**src/rtl/bmbt_pkg.sv**
```systemverilog
// ============================================================================
// bmbt_pkg
// Shared types and codes of the binary map border tracer.
// ============================================================================
package bmbt_pkg;

   localparam logic       OP_LOAD     = 1'b0;
   localparam logic       OP_NEXT     = 1'b1;

   localparam logic [1:0] KIND_LOAD   = 2'd0;
   localparam logic [1:0] KIND_VERTEX = 2'd1;
   localparam logic [1:0] KIND_NONE   = 2'd2;

   localparam logic [1:0] DIR_RIGHT   = 2'd0;
   localparam logic [1:0] DIR_DOWN    = 2'd1;
   localparam logic [1:0] DIR_LEFT    = 2'd2;
   localparam logic [1:0] DIR_UP      = 2'd3;

   localparam logic       CSR_WIDTH   = 1'b0;
   localparam logic       CSR_HEIGHT  = 1'b1;

   localparam int         CSR_DW      = 7;

   typedef enum logic [2:0] {
      ST_IDLE,
      ST_SCAN,
      ST_SCAN_WAIT,
      ST_SCAN_DONE,
      ST_MARK_RD,
      ST_MARK_WR,
      ST_TRACE_RD,
      ST_TRACE_EVAL
   } state_type;

   typedef struct packed {
      logic load;
      logic scan_init;
      logic scan_rd;
      logic start_loop;
      logic mark_rd;
      logic mark_wr;
      logic trace_rd;
      logic trace_eval;
      logic rsp_none;
   } cmd_type;

   typedef struct packed {
      logic active;
      logic scan_last;
      logic found;
      logic closes;
   } sts_type;

endpackage

```
**src/rtl/bmbt_ctrl.sv**
```systemverilog
// ============================================================================
// bmbt_ctrl
// Sequencer: loads, start-of-loop row scan, mark and trace-step phases.
// ============================================================================
module bmbt_ctrl (
   input  logic              clock,
   input  logic              reset,
   input  logic              start,
   input  logic              req_opcode,
   input  bmbt_pkg::sts_type sts,
   output bmbt_pkg::cmd_type cmd,
   output logic              busy
);

   bmbt_pkg::state_type state_ff, state_in;

   always_ff @(posedge clock) begin
      if (reset) begin
         state_ff <= bmbt_pkg::ST_IDLE;
      end else begin
         state_ff <= state_in;
      end
   end

   always_comb begin
      state_in = state_ff;
      unique case (state_ff)
         bmbt_pkg::ST_IDLE: begin
            if (start && req_opcode == bmbt_pkg::OP_NEXT) begin
               state_in = sts.active ? bmbt_pkg::ST_MARK_WR : bmbt_pkg::ST_SCAN;
            end
         end
         bmbt_pkg::ST_SCAN: begin
            if (sts.scan_last) state_in = bmbt_pkg::ST_SCAN_WAIT;
         end
         bmbt_pkg::ST_SCAN_WAIT: state_in = bmbt_pkg::ST_SCAN_DONE;
         bmbt_pkg::ST_SCAN_DONE: begin
            state_in = sts.found ? bmbt_pkg::ST_MARK_RD : bmbt_pkg::ST_IDLE;
         end
         bmbt_pkg::ST_MARK_RD:   state_in = bmbt_pkg::ST_MARK_WR;
         bmbt_pkg::ST_MARK_WR: begin
            state_in = sts.closes ? bmbt_pkg::ST_IDLE : bmbt_pkg::ST_TRACE_RD;
         end
         bmbt_pkg::ST_TRACE_RD:   state_in = bmbt_pkg::ST_TRACE_EVAL;
         bmbt_pkg::ST_TRACE_EVAL: state_in = bmbt_pkg::ST_IDLE;
         default:                 state_in = bmbt_pkg::ST_IDLE;
      endcase
   end

   always_comb begin
      cmd  = '0;
      busy = 1'b1;
      unique case (state_ff)
         bmbt_pkg::ST_IDLE: begin
            busy = 1'b0;
            if (start) begin
               if (req_opcode == bmbt_pkg::OP_LOAD) begin
                  cmd.load = 1'b1;
               end else if (sts.active) begin
                  cmd.mark_rd = 1'b1;
               end else begin
                  cmd.scan_init = 1'b1;
               end
            end
         end
         bmbt_pkg::ST_SCAN:      cmd.scan_rd = 1'b1;
         bmbt_pkg::ST_SCAN_WAIT: ;
         bmbt_pkg::ST_SCAN_DONE: begin
            cmd.start_loop = sts.found;
            cmd.rsp_none   = !sts.found;
         end
         bmbt_pkg::ST_MARK_RD:    cmd.mark_rd    = 1'b1;
         bmbt_pkg::ST_MARK_WR:    cmd.mark_wr    = 1'b1;
         bmbt_pkg::ST_TRACE_RD:   cmd.trace_rd   = 1'b1;
         bmbt_pkg::ST_TRACE_EVAL: cmd.trace_eval = 1'b1;
         default: ;
      endcase
   end

endmodule

```
**config.mk**
```make
export PLATFORM = sky130hd
export DESIGN_NAME = bmbt_ctrl
export DESIGN_NICKNAME = d
export VERILOG_FILES = /design/src/rtl/bmbt_pkg.sv /design/src/rtl/bmbt_ctrl.sv
export SDC_FILE = /design/constraint.sdc
export NUM_CORES = 1
export LEC_CHECK = 0
export ABC_CLOCK_PERIOD_IN_PS = 1200
export BUFFER_PORTS_ARGS = -buffer_cell sky130_fd_sc_hd__buf_2
export CORE_AREA = 5 5 42 44
export DETAILED_ROUTE_END_ITERATION = 10
export DIE_AREA = 0 0 47 49
export PLACE_DENSITY = 0.46
export SLEW_MARGIN = 5
export SYNTH_ARGS = -nofsm -noshare
export SYNTH_HDL_FRONTEND = slang
export SYNTH_SLANG_ARGS = --single-unit
```
**constraint.sdc**
```tcl
create_clock -name clock -period 1.2 [get_ports clock]
set_input_delay 0.06 -clock clock [delete_from_list [all_inputs] [get_ports clock]]
set_output_delay 0.06 -clock clock [all_outputs]
set_load 0.03 [all_outputs]
```
==> summary.md <==
| Metric | Value |
|---|---|
| Number of synthesized register bits | 3 |
| Hold/Removal Path Class | primary input to register |
| Synth Area in Adders | 0 |
| Failing checks | setup timing |
| Final hold violation count | 0 |
| R2r startpoint | state_ff[1] |
| Commonest non-fill, non-tap cell in the layout | buf_2 |
| Via count | 339 |
| Most frequent cells in the layout | buf_2 (9), buf_4 (6), clkbuf_4 (4), buf_6 (4) |
| First-pass GRT wire length | 1.27 mm |
| DR iter-0 viols | 6 |
| Post-Synth XOR/XNOR Area | 0 |
| Data required time at the worst endpoint | approximately 1100 ps |
| Worst Slack Setup Final | -149 ps |
| Setup TNS | -309 ps |
| Overall global routing resource usage | 0.0739 |
| Initial antenna violation count | 0 |
| Antenna diodes | 0 |
| Worst rel slew slack | 0.754 |
| CTS tree | built |
| Final Wtd Congestion | 0.740 |
| Sink Count | 3 |
| F_max | 741 MHz |
| 1st-pass router iterations | 2 |
| Final Max Slew Viols | 0 |
| Pin count of the biggest net entering global routing | 13 |
| Main combinational cell family by area after synthesis | simple AND/OR/NAND/NOR gates |
| Largest Register | state_ff |
| NumNets Final | 67 |
| Die height | 49 µm |
| Reg2reg setup slack | 80 ps |
| Max-cap violation count | 0 |
| Port bufs | 17 |
| Initial Util | 0.206 |
| CP Launch Type | register |
| Row Count | 14 |
| Number of global-route vias before repair | 305 |
| Global route total overflow | 0 |
| Critical path arrival | 1290 ps |
| Synth Area in Compound Gates | 0.225 |
| Clk slew on worst S/H paths | approximately 30 ps |
| Sequential fraction of the synthesis area | 0.208 |
| Worst Path Class, Setup | register to primary output |
| RSZ-0062 raised after global routing | true |
| Yosys cell types | 23 |
| Synth Warn # | 0 |
| Worst-case vdd ir drop | 561 µV |
| Post-synthesis simple-gate area fraction | 0.485 |
| Num CTS Buffers | 3 |
| Die footprint | 2300 µm² |
| P&R area growth vs syn | 84.8% |
| Worst r2r path cells | 5 |
| Leak pwr | 0.000242 µW |
| Max FFs per register | 3 |
| Multiplexer share of the synthesized area | 0 |
| Clock Skews | around 1.4 ps |
| Pwr Density | about 1500 nW/µm² |
| CTS max path bufs | 2 |
| Worst R2R End | state_ff[2] |
| DR WL/cell | 10.8 µm |
| # DRC | 0 |
| Area of the core | 1400 µm² |
| Critical Path End | cmd[8] |
| Final min period | 1350 ps |
| Vias per cell | 4.58 |
| Syn Inst Count | 35 |
| Critical path startpoint | state_ff[1] |
| Post-synth net total | 43 |
| Routed WL | 798 µm |
| Worst Tran Pin Value | around 370 ps |
| Final period utilization | 1.12 |
| Clock latency at the later pin of the worst-skew pair | 230 ps |
| Largest regs | state_ff (3) |
| Worst-path fanout max | 3 |
| CTS Root Cell | clkbuf_4 |
| Status | complete, but fails checks |
| Average cell area after synthesis | 8.26 µm² |
| Post-route ant nets | 0 |
| Share of cells above drive strength 1 | 0.672 |
| Final Setup Violations | 4 |
| DP HPWL | 595 µm |
| I/O Pins | 18 |
| Width of the die | 47 µm |
| Count of hold-fix buffers inserted at cts | 0 |
| CP Capture Type | primary output |
| Final Util | 0.381 |
| H-tree depth | 1 |
| Post-Synthesis Cell Area | 289 µm² |
[synthesized netlist by cell type (all sizes together)]
cell     n  area share
nand2b   2       0.043
and2     1       0.026
buf      3       0.082
and3     1       0.026
or2b     1       0.026
nor3b    3        0.11
nor3     4       0.087
nor2     1       0.013
o31a     2       0.061
a2111oi  1       0.030
nor2b    2       0.043
dfxtp    3        0.21
a211oi   1       0.026
o21ba    1       0.035
nand2    3       0.039
a31oi    1       0.022
or3      1       0.039
nand4b   1       0.030
a21oi    3       0.052
[worst max-delay path, stage by stage, from the launching register on]
cell     delay (ps)
dfxtp_2         310
or3_4           410
nor3b_4         190
buf_6           150
[worst min path at each step]
stage | start | end | slack (ps) | depth (start not counted)
finish | reset | state_ff[0] | 20 | 2
global route | reset | state_ff[0] | 50 | 2
CTS | reset | state_ff[0] | 20 | 2
detailed placement | reset | state_ff[0] | 270 | 2
global placement | reset | state_ff[0] | 260 | 2
floorplan | reset | state_ff[0] | 140 | 1
[layer usage]
metal / vias to the layer above / track usage / share of wire
li1: 176 / - / -
met1: 150 / 0.0987 / 0.41
met3: 0 / 0.0332 / 0.11
met5: - / 0 / 0
met2: 13 / 0.109 / 0.48
met4: 0 / 0.0138 / 0
[per-stage QoR]
| step | hold slack [ps] | power [µW] | cell area [µm²] | setup slack, ps | std cells |
|---|---|---|---|---|---|
| floorplan | 138 | 432 | 317 | -17.3 | 35 |
| global placement | 264 | 523 | 420 | 45.6 | 68 |
| detailed placement | 270 | 524 | 420 | 34.7 | 68 |
| CTS | 18.8 | 757 | 498 | -158 | 73 |
| global route | 51.2 | 845 | 534 | -191 | 74 |
| finish | 24.8 | 789 | 534 | -149 | 74 |
[cell type report]
cell class                 count  area [µm²]
sequential                     3        63.8
multi-input combinational     29         251
timing repair buffer          22         173
tap                           16        20.0
clock buffer                   4        26.3
fill                         158         867
[power breakdown]
part	total, µW	switching, µW	internal, µW	leakage [µW]
registers	143	18.7	124	0.0000258
logic	471	252	219	0.000201
clock network	175	50.5	124	0.0000150
total	789	321	468	0.000242
[kinds of logic after synthesis]
family                 count (synthesis)
DFF                                    3
buffers and inverters                  3
AOI/OAI and AO/OA                      9
and+or+nand+nor                       20
[repair_timing]
item                                    CTS  global route
pin swaps                                 4             1
endpoints found under the setup margin    8            10
gates resized for setup                  15            11
buffers inserted                          1             1
gates cloned                              0             0
Power figures use the tool's default switching activity.
